===== src/sv/sorted_priority_queue_unit_macros.svh =====
// Assertion macros shared by the sorted priority queue RTL.
// Included by files that carry concurrent checks; no other dependencies.
`ifndef SORTED_PRIORITY_QUEUE_UNIT_MACROS_SVH
`define SORTED_PRIORITY_QUEUE_UNIT_MACROS_SVH

`ifndef SYNTHESIS

// Property must hold at every clock edge outside reset.
`define SPQ_ASSERT(lbl, clk, rst_n, prop, msg) \
	lbl: assert property (@(posedge clk) disable iff (!rst_n) prop) else $error(msg);

// Expression must never be true at a clock edge outside reset.
`define SPQ_ASSERT_NEVER(lbl, clk, rst_n, expr, msg) \
	lbl: assert property (@(posedge clk) disable iff (!rst_n) !(expr)) else $error(msg);

`else

`define SPQ_ASSERT(lbl, clk, rst_n, prop, msg)
`define SPQ_ASSERT_NEVER(lbl, clk, rst_n, expr, msg)

`endif

`endif


===== src/sv/spq_pkg.sv =====
// Shared types and constants of the sorted priority queue.
// No dependencies; used by spq_cell and sorted_priority_queue_unit.
`default_nettype none

package spq_pkg;

	localparam int FIELD_W = 32;
	localparam logic [FIELD_W-1:0] NOTHING_WORD = '1;

	typedef enum logic [1:0] {
		CMD_ENQUEUE = 2'd0,
		CMD_DEQUEUE = 2'd1,
		CMD_CLEAR   = 2'd2,
		CMD_NOP     = 2'd3
	} cmd_t;

	// Per-beat control handed to every cell of the chain.
	typedef struct packed {
		logic enq;        // insert the new entry this cycle
		logic deq;        // shift everything one cell toward the head
		logic prev_keep;  // the neighbor toward the head keeps its entry
	} cell_ctl_t;

endpackage

`default_nettype wire


===== src/sv/spq_cell.sv =====
// One storage cell of the sorted chain: an entry, its priority compare and
// the neighbor hand-off. Depends on spq_pkg.
`default_nettype none

module spq_cell #(
	parameter int SW = 32
) (
	input  wire logic                             clk,
	input  wire spq_pkg::cell_ctl_t               ctl,
	input  wire logic                             occupied,
	input  wire logic [SW-1:0]                    new_data,
	input  wire logic signed [spq_pkg::FIELD_W-1:0] new_prio,
	input  wire logic [SW-1:0]                    prev_data,
	input  wire logic signed [spq_pkg::FIELD_W-1:0] prev_prio,
	input  wire logic [SW-1:0]                    next_data,
	input  wire logic signed [spq_pkg::FIELD_W-1:0] next_prio,
	output logic                                  keep,
	output logic [SW-1:0]                         data_q,
	output logic signed [spq_pkg::FIELD_W-1:0]    prio_q
);
	import spq_pkg::*;

	// An entry stays put when its priority is at least the new one, so
	// equal priorities keep arrival order.
	assign keep = occupied && (prio_q >= new_prio);

	always_ff @(posedge clk) begin
		if (ctl.enq) begin
			if (keep) begin
				data_q <= data_q;
				prio_q <= prio_q;
			end else if (ctl.prev_keep) begin
				data_q <= new_data;
				prio_q <= new_prio;
			end else begin
				data_q <= prev_data;
				prio_q <= prev_prio;
			end
		end else if (ctl.deq) begin
			data_q <= next_data;
			prio_q <= next_prio;
		end
	end

endmodule

`default_nettype wire


===== src/sv/sorted_priority_queue_unit.sv =====
// Sorted priority queue: the result beat is strobed by done in the cycle right
// after start is taken. Throughput is one command per cycle, set by the per-cell
// priority compare and the one-step shift of the chain.
// busy is high while arst_n is asserted and clears at the next clock after release.
// Reset empties the queue; the slot contents stay undefined until written.
// The receiver cannot stall: each result beat is shown for exactly one cycle.
`default_nettype none

`include "sorted_priority_queue_unit_macros.svh"

module sorted_priority_queue_unit #(
	parameter int CAPACITY   = 16,
	parameter int DATA_WIDTH = 32
) (
	input  wire logic                               clk,
	input  wire logic                               arst_n,
	input  wire logic                               start,
	output logic                                    busy,
	input  wire spq_pkg::cmd_t                      cmd,
	input  wire logic signed [spq_pkg::FIELD_W-1:0] item_data,
	input  wire logic signed [spq_pkg::FIELD_W-1:0] item_priority,
	output logic                                    done,
	output logic signed [spq_pkg::FIELD_W-1:0]      removed_data,
	output logic                                    removed_valid,
	output logic signed [spq_pkg::FIELD_W-1:0]      head_data,
	output logic [4:0]                              entry_count,
	output logic                                    is_empty,
	output logic                                    overflow
);
	import spq_pkg::*;

	// Stored data keeps only the low DATA_WIDTH bits of the 32-bit field.
	localparam int SW = (DATA_WIDTH < FIELD_W) ? DATA_WIDTH : FIELD_W;
	// Count must be able to hold CAPACITY itself.
	localparam int CW = $clog2(CAPACITY + 1);
	localparam logic [CW-1:0] FULL_COUNT = CW'(CAPACITY);

	logic              busy_q;
	logic              accept;
	logic              enq_go;
	logic              deq_go;
	logic [CW-1:0]     count_q;
	logic              done_q;
	logic [SW-1:0]     removed_data_q;
	logic              removed_valid_q;
	logic              overflow_q;

	// The chain: cell 0 is the head, entries are sorted by falling priority.
	logic [SW-1:0]                 cell_data [CAPACITY];
	logic signed [FIELD_W-1:0]     cell_prio [CAPACITY];
	logic [CAPACITY-1:0]           cell_keep;
	logic [CAPACITY-1:0]           cell_occ;

	assign accept = start && !busy_q;

	// A full queue drops an enqueue; an empty queue ignores a dequeue.
	// Both leave the chain untouched.
	assign enq_go = accept && (cmd == CMD_ENQUEUE) && (count_q != FULL_COUNT);
	assign deq_go = accept && (cmd == CMD_DEQUEUE) && (count_q != '0);

	// A cell is occupied when its position lies below the entry count.
	always_comb begin
		for (int i = 0; i < CAPACITY; i++) begin
			cell_occ[i] = (CW'(i) < count_q);
		end
	end

	for (genvar i = 0; i < CAPACITY; i++) begin : g_cell
		localparam int PI = (i == 0) ? 0 : i - 1;
		localparam int NI = (i == CAPACITY - 1) ? i : i + 1;
		cell_ctl_t ctl;

		assign ctl.enq       = enq_go;
		assign ctl.deq       = deq_go;
		// The head cell has nothing in front of it, so it behaves as if the
		// neighbor ahead always keeps its entry.
		assign ctl.prev_keep = (i == 0) ? 1'b1 : cell_keep[PI];

		spq_cell #(
			.SW(SW)
		) u_cell (
			.clk      (clk),
			.ctl      (ctl),
			.occupied (cell_occ[i]),
			.new_data (item_data[SW-1:0]),
			.new_prio (item_priority),
			.prev_data(cell_data[PI]),
			.prev_prio(cell_prio[PI]),
			.next_data(cell_data[NI]),
			.next_prio(cell_prio[NI]),
			.keep     (cell_keep[i]),
			.data_q   (cell_data[i]),
			.prio_q   (cell_prio[i])
		);
	end

	// Control state: entry count, busy flag and the result strobe.
	always_ff @(posedge clk or negedge arst_n) begin
		if (!arst_n) begin
			busy_q  <= 1'b1;
			count_q <= '0;
			done_q  <= 1'b0;
		end else begin
			busy_q <= 1'b0;
			done_q <= accept;
			if (accept) begin
				case (cmd)
					CMD_ENQUEUE: begin
						if (enq_go) begin
							count_q <= count_q + CW'(1);
						end
					end
					CMD_DEQUEUE: begin
						if (deq_go) begin
							count_q <= count_q - CW'(1);
						end
					end
					CMD_CLEAR: begin
						count_q <= '0;
					end
					default: begin
						count_q <= count_q;
					end
				endcase
			end
		end
	end

	// Result payload; captured on every accepted beat.
	always_ff @(posedge clk) begin
		if (accept) begin
			removed_data_q  <= cell_data[0];
			removed_valid_q <= deq_go;
			overflow_q      <= (cmd == CMD_ENQUEUE) && (count_q == FULL_COUNT);
		end
	end

	// The head and count outputs read the chain after the update; they only
	// change at an accepted beat, so they hold through the strobe cycle.
	assign busy          = busy_q;
	assign done          = done_q;
	assign removed_data  = removed_valid_q ? FIELD_W'(removed_data_q) : NOTHING_WORD;
	assign removed_valid = removed_valid_q;
	assign head_data     = (count_q != '0) ? FIELD_W'(cell_data[0]) : NOTHING_WORD;
	assign entry_count   = 5'(count_q);
	assign is_empty      = (count_q == '0);
	assign overflow      = overflow_q;

	`SPQ_ASSERT_NEVER(a_count_bound, clk, arst_n, count_q > FULL_COUNT,
		"entry count exceeds capacity")
	`SPQ_ASSERT(a_done_follows, clk, arst_n, accept |=> done_q,
		"accepted beat produced no result strobe")
	`SPQ_ASSERT(a_ovf_full, clk, arst_n, (done_q && overflow_q) |-> (count_q == FULL_COUNT),
		"overflow reported while queue was not full")
	`SPQ_ASSERT(a_deq_count, clk, arst_n,
		(done_q && removed_valid_q) |-> (($past(count_q) - count_q) == CW'(1)),
		"dequeue did not lower the count by one")
	`SPQ_ASSERT(a_head_sorted, clk, arst_n,
		(count_q >= CW'(2)) |-> (cell_prio[0] >= cell_prio[1]),
		"head entry has lower priority than its successor")

endmodule

`default_nettype wire


===== config.mk =====
export PLATFORM = sky130hd
export DESIGN_NAME = sorted_priority_queue_unit
export DESIGN_NICKNAME = d
export VERILOG_FILES = /design/src/sv/spq_pkg.sv /design/src/sv/spq_cell.sv /design/src/sv/sorted_priority_queue_unit.sv
export VERILOG_INCLUDE_DIRS = /design/src /design/src/sv
export SDC_FILE = /design/constraint.sdc
export NUM_CORES = 2
export LEC_CHECK = 0
export ABC_AREA = 0
export BUFFER_PORTS_ARGS = -buffer_cell sky130_fd_sc_hd__buf_2
export CAP_MARGIN = 20
export CORE_MARGIN = 2
export CORE_UTILIZATION = 65
export CTS_BUF_LIST = sky130_fd_sc_hd__clkbuf_4 sky130_fd_sc_hd__clkbuf_8
export DETAILED_ROUTE_END_ITERATION = 10
export PLACE_DENSITY_LB_ADDON = 0.05
export SETUP_SLACK_MARGIN = 0.1
export SLEW_MARGIN = 15
export SYNTH_ARGS = -nofsm -noshare
export SYNTH_HDL_FRONTEND = slang
export SYNTH_SLANG_ARGS = --single-unit

===== constraint.sdc =====
create_clock -name clk -period 10.4 [get_ports clk]
set_clock_uncertainty 0.1 [all_clocks]
set_input_delay 0.52 -clock clk [delete_from_list [all_inputs] [get_ports clk]]
set_output_delay 0.52 -clock clk [all_outputs]
set_load 0.01 [all_outputs]

# After elaboration in Yosys (flattened, before gate mapping)
# Index checks and enable logic that the tools add are counted.
[word_totals] regBits=1065 latchBits=0 mem_bits_rw=0 mem_bits_ro=0 in_bits=69 out_inout_bits=74 n_memories=0
[op_classes] add_sub_neg=2 n_mul=0 div_mod_pow=0 magnitude_cmp=32 eq_ne=21 n_shift=0 mux=125 n_bitwise=1 n_reduce_logical=45
[ops] operator="$mux W32" count=122
[ops] operator="$ge A32 B32 Y1" count=16
[ops] operator="$lt A4 B5 Y1 const A" count=8
[ops] operator="$ne A2 B2 Y1 const B" count=17
[ops] operator="$reduce_and A2 Y1" count=16
[ops] operator="$logic_and A1 B1 Y1" count=22
[ops] operator="$lt A3 B5 Y1 const A" count=4
[ops] operator="$pmux W5 S3" count=1
[ops] operator="$lt A1 B5 Y1 const A" count=2
[ops] operator="$lt A2 B5 Y1 const A" count=2
[ops] operator="$mux W5" count=2
[ops] operator="$add A5 B1 Y5 const B" count=1
[ops] operator="$eq A5 B5 Y1 const B" count=1
[ops] operator="$logic_not A5 Y1" count=1
[ops] operator="$ne A5 B5 Y1 const B" count=1
[ops] operator="$reduce_bool A5 Y1" count=1
[ops] operator="$sub A5 B1 Y5 const B" count=1
[ops] operator="$reduce_and A4 Y1" count=1
[ops] operator="$reduce_bool A3 Y1" count=1
[ops] operator="$eq A2 B1 Y1 const B" count=1
[ops] operator="$eq A2 B2 Y1 const B" count=1
[ops] operator="$logic_not A2 Y1" count=1
[ops] operator="$reduce_bool A2 Y1" count=1
[ops] operator="$logic_not A1 Y1" count=1
[ops] operator="$not A1 Y1" count=1

# Longest topological paths before layout
[logic_depth] ltp_word=6 ltp_mapped=13 depth_no_buf=10

# By module
# Synthesis repeated with hierarchy kept, for this count alone.
[hier_totals] hier_cells=6518 hier_area_um2=67428.4
[modules_own_cells] module="spq_cell (g_cell[0].u_cell ...)" n_inst=13 cells_each=395 area_per_inst_um2=4080.2 seq_area_each_um2=1921.8
[modules_own_cells] module="spq_cell (g_cell[8].u_cell ...)" n_inst=2 cells_each=394 area_per_inst_um2=4081.4 seq_area_each_um2=1921.8
[modules_own_cells] module="spq_cell (g_cell[7].u_cell)" n_inst=1 cells_each=400 area_per_inst_um2=4078.9 seq_area_each_um2=1921.8
[modules_own_cells] module="sorted_priority_queue_unit" n_inst=1 cells_each=195 area_per_inst_um2=2144.6 seq_area_each_um2=1197.4

# Worst setup path after synthesis
# OpenSTA, ideal clock, no wires.
[synth_path] path_kind="input-to-reg" startpoint="in start" endpoint="reg g_cell[10].u_cell.data_q[0] (enable)" setup_time_ps=574 arrival_time_ps=7601 required_time_ps=9726 path_slack_ps=2125 path_stages=5 path_cell_list="nor2b_1 > nand3_1 > buf_2 > clkbuf_1 > o21ai_0"
[synth_between] elab_chain_len=5
[synth_rtl] element="start, declared" line_no="sorted_priority_queue_unit.sv:17" source="input wire logic start,"
[synth_rtl] element="$logic_and A1 B1 Y1 (*)" line_no="sorted_priority_queue_unit.sv:54" source="assign accept = start && !busy_q;"
[synth_rtl] element="$logic_and A1 B1 Y1 (on tied branches) (2 in a row)" line_no="sorted_priority_queue_unit.sv:58, sorted_priority_queue_unit.sv:59"
[synth_rtl] element="$ne A2 B2 Y1 (no source line) / $reduce_bool A2 Y1 (equally long branches)"
[synth_rtl] element="$reduce_and A2 Y1 (no source line) (*)"
[synth_rtl] element="end signal, assigned" line_no="spq_cell.sv:33" source="data_q <= new_data;"
[synth_rtl] element="end signal, assigned" line_no="spq_cell.sv:36" source="data_q <= prev_data;"
[synth_rtl] element="end signal, assigned" line_no="spq_cell.sv:40" source="data_q <= next_data;"
[synth_rtl] element="end, declared" line_no="spq_cell.sv:18" source="output logic [SW-1:0] data_q,"
# Every way passes the cells marked *; elsewhere a longest branch is shown, timed or not.
# A chain may end at the register's enable or synchronous reset.

# Worst setup path after layout
[layout_path] startpoint="reg g_cell[8].u_cell.prio_q[31] (netlist bit)" endpoint="reg g_cell[8].u_cell.data_q[26] (enable)"
[layout_between] elab_chain_len=4
[layout_rtl] element="start, declared" line_no="spq_cell.sv:19" source="output logic signed [spq_pkg::FIELD_W-1:0] prio_q"
[layout_rtl] element="start signal, assigned" line_no="spq_cell.sv:31" source="prio_q <= prio_q;"
[layout_rtl] element="start signal, assigned" line_no="spq_cell.sv:34" source="prio_q <= new_prio;"
[layout_rtl] element="start signal, assigned" line_no="spq_cell.sv:37" source="prio_q <= prev_prio;"
[layout_rtl] element="$ge A32 B32 Y1" line_no="spq_cell.sv:25" source="assign keep = occupied && (prio_q >= new_prio);"
[layout_rtl] element="$logic_and A1 B1 Y1" line_no="spq_cell.sv:25"
[layout_rtl] element="$ne A2 B2 Y1 (no source line)"
[layout_rtl] element="$reduce_and A2 Y1 (no source line)"
[layout_rtl] element="end signal, assigned" line_no="spq_cell.sv:30" source="data_q <= data_q;"
[layout_rtl] element="end signal, assigned" line_no="spq_cell.sv:33"
[layout_rtl] element="end signal, assigned" line_no="spq_cell.sv:36"
[layout_rtl] element="end, declared" line_no="spq_cell.sv:18"
# Every way passes these cells.

==> results.tsv <==
metric	value	unit
status	finished clean	
hpwl dp	128	mm
Crit path arrival time	6000	ps
global-route wire length before repair	297	mm
post-synthesis sequential area ratio	49.9	%
Rows	115	
Hold Path Class	input port to flip-flop	
CTS tree	built	
Vias	49200	
Routed Antenna Nets	0	
Final Wtd Congestion	0.984	
H-tree levels	4	
Slew Limit Headroom	16.0	%
total I/O pin count	143	
cell area after layout	0.0690	mm²
largest net degree at the start of global routing	282	
Longest Clk Path Bufs	3	
maximum VDD drop	0.162	mV
Pre-antenna DRT Iters	7	
Starting DRT DRC Count	6269	
Clock power frac	32.1	%
initial core utilization	65.3	%
post-DR vias/cell	6.67	
Async SR Flop Fraction	0.657	%
final hold vios	0	
core area	0.0980	mm²
proportion of layout cells with a drive suffix above 1	10.0	%
worst path required time	10810	ps
Max Freq	0.179	GHz
buffers added on ports	142	
worst-skew pair later-pin latency	890	ps
root buffer cell	clkbuf_8	
fin crit share	53.7	%
Max Cap Violations	0	
hold_ws	76.5	ps
Cell variety after synth	71	
DIE AREA	0.101	mm²
# clock sinks	1065	
Inserted Clock Buffers	180	
mapped cell area	0.0640	mm²
slew at the pin with the worst max-slew slack	1250	ps
DRC Markers	0	
die width	318	µm
TNS Setup	0	ps
Final min period	5590	ps
Area Overhead vs Synth	7.90	%
vias in the first global route	46800	
PwrDens	165	mW/mm²
final setup violation count	0	
sequential share of power	45.4	%
Cell Int Power	0.00774	W
crit start category	flip-flop	
fin. max-slew vios	0	
CP Max Fanout	48	
Mapped Avg Cell Area	10.7	µm²
overall global routing resource usage	39.0	%
fillers	7361	
Logic pwr share	22.5	%
Crit. Startpoint	g_cell[8].u_cell.prio_q[31]	
Die H	318	µm
Synth Warn #	0	
Layout Nets	6541	
initial antenna violation count	8	
RSZ-0062 raised after global routing	false	
Worst-path clk slew	60	ps
syn_nets	6540	
Crit Path Class	flip-flop to flip-flop	
commonest register cell after synthesis	edfxtp_1	
final WL	199	mm
Mapped Cells	5952	
Avg WL per Cell	27.0	µm
Setup crit end kind	flip-flop	
#FFs+latches synth	1065	
dpl cell area	0.0656	mm²
Net Switching	0.00368	W
HP Start	item_data[13]	
leakage dissipation	28.7	nW
Post-synth EDFFs	1058	
worst r2r src	g_cell[8].u_cell.prio_q[31]	
Sw Share	32.2	%
total power	0.0114	W
residual overflow from global routing	0	
per-stage QoR:
stage	util, %	std cells	setup WS [ps]
2_1_floorplan	-	5952	2120
3_3_place_gp	66.9	7052	4300
3_5_place_dp	66.9	7053	4280
4_1_cts	70.4	7378	5080
5_1_grt	70.4	7382	4870
6_report	70.4	7386	4810
cells in the final DEF (no fill, tap or decap), types with 23 or more instances in the layout:
master,n
mux2_2,64
mux2i_1,767
inv_1,72
clkbuf_4,48
nor2b_1,23
nand2b_1,74
ha_1,519
buf_2,142
clkinv_2,24
buf_4,80
clkinv_1,53
edfxtp_1,1058
o21ai_0,796
nand2_1,1035
clkbuf_8,185
a21oi_1,295
o211ai_1,112
nand4_1,112
o21ai_1,46
nand3_1,160
a21o_1,79
nor2_1,101
Yosys cell counts, drive strengths merged, types with 4 or more instances:
library cell | number | area [µm²]
a2111oi | 9 | 78.8
a211oi | 17 | 128
a21boi | 11 | 82.6
a21o | 79 | 593
a21oi | 296 | 1480
a221oi | 6 | 52.6
a31oi | 10 | 62.6
and3 | 9 | 56.3
and4 | 7 | 61.3
buf | 130 | 719
clkbuf | 283 | 1060
dfrtp | 6 | 150
edfxtp | 1058 | 31800
ha | 519 | 6490
inv | 72 | 270
mux2 | 64 | 721
mux2i | 767 | 7680
nand2 | 1038 | 3900
nand2b | 74 | 463
nand3 | 161 | 806
nand4 | 112 | 701
nor2 | 105 | 409
nor2b | 24 | 150
nor3 | 25 | 130
nor3b | 4 | 30.0
nor4 | 17 | 106
o211ai | 112 | 841
o21a | 9 | 67.6
o21ai | 854 | 4270
o221ai | 5 | 43.8
o22ai | 4 | 25.0
o2bb2ai | 5 | 43.8
o311ai | 4 | 35.0
o31ai | 6 | 45.0
or2 | 8 | 50.1
cell families (layout without fill, tap and decap cells):
family	after synthesis	count (layout)	share of synthesized area, %
multiplexers	831	831	13.1
buffers and inverters	485	626	3.21
adder cells (fa/ha/maj)	519	519	10.2
XOR/XNOR	2	2	0.0274
other	1	7	0.00586
AND/OR/NAND/NOR	1597	1597	10.9
flip-flops	1065	1065	49.9
AO/OA/AOI/OAI	1452	1452	12.7
power groups by stage:
stage	Clock, W	Sequential [W]	Combinational [W]
4_1_cts	0.00368	0.00518	0.00251
3_3_place_gp	0	0.00527	0.00245
3_5_place_dp	0	0.00527	0.00250
5_1_grt	0.00385	0.00520	0.00272
2_1_floorplan	0	0.00522	0.00173
6_report	0.00366	0.00519	0.00257
final cells by class:
type                            instances  area, µm²  area share (%)
Clock buffer                          233       2910            4.21
Sequential cell                      1065      31900            46.3
Timing Repair Buffer                  232       1470            2.13
Tap cell                             1287       1610            2.33
Clock inverter                         89        450           0.653
Multi-Input combinational cell       4402      30300            44.0
Antenna cell                            6       15.0          0.0218
Inverter                               72        270           0.392
final timing paths:
| kind | endpoint | slack (ps) | cells after the start |
|---|---|---|---|
| max | g_cell[8].u_cell.data_q[26] | 4810 | 9 |
| min | g_cell[15].u_cell.data_q[13] | 80 | 2 |
| max reg2reg | g_cell[8].u_cell.data_q[26] | 4810 | 9 |
| min reg2reg | removed_data_q[31] | 380 | 0 |
| max in group asynchronous | done | 8670 | 4 |
| min in group asynchronous | busy | 600 | 3 |
layer usage:
layer	global-route usage, %	wire (µm)	vias up
met1	54.6	81000	23900
li1	-	-	22200
met2	59.7	88900	2668
met5	0	34	-
met3	7.64	20900	452
met4	16.2	8280	6
flip-flops by register name, summed over array words and instances (netlist names):
| register | count |
|---|---|
| g_cell.u_cell.data_q | 512 |
| removed_data_q | 32 |
| busy | 1 |
| done | 1 |
| g_cell.u_cell.prio_q | 512 |
| removed_valid | 1 |
| entry_count | 5 |
| overflow | 1 |
repair_timing:
action                                 in CTS  in global routing
buffers inserted                            0                  0
resized for setup                           0                  0
hold buffers                                3                  0
endpoints found under the hold margin       7                  0
critical path, cell delays in order (launching register included):
cell      delay, ps
edfxtp_1        470
ha_1            550
nand4_1         210
or4_1           740
or3_1           370
o2111a_2        500
nor2_4          740
buf_4           950
o21ai_4          60
buf_4           440
No activity file was read; power rests on OpenSTA's default activity.
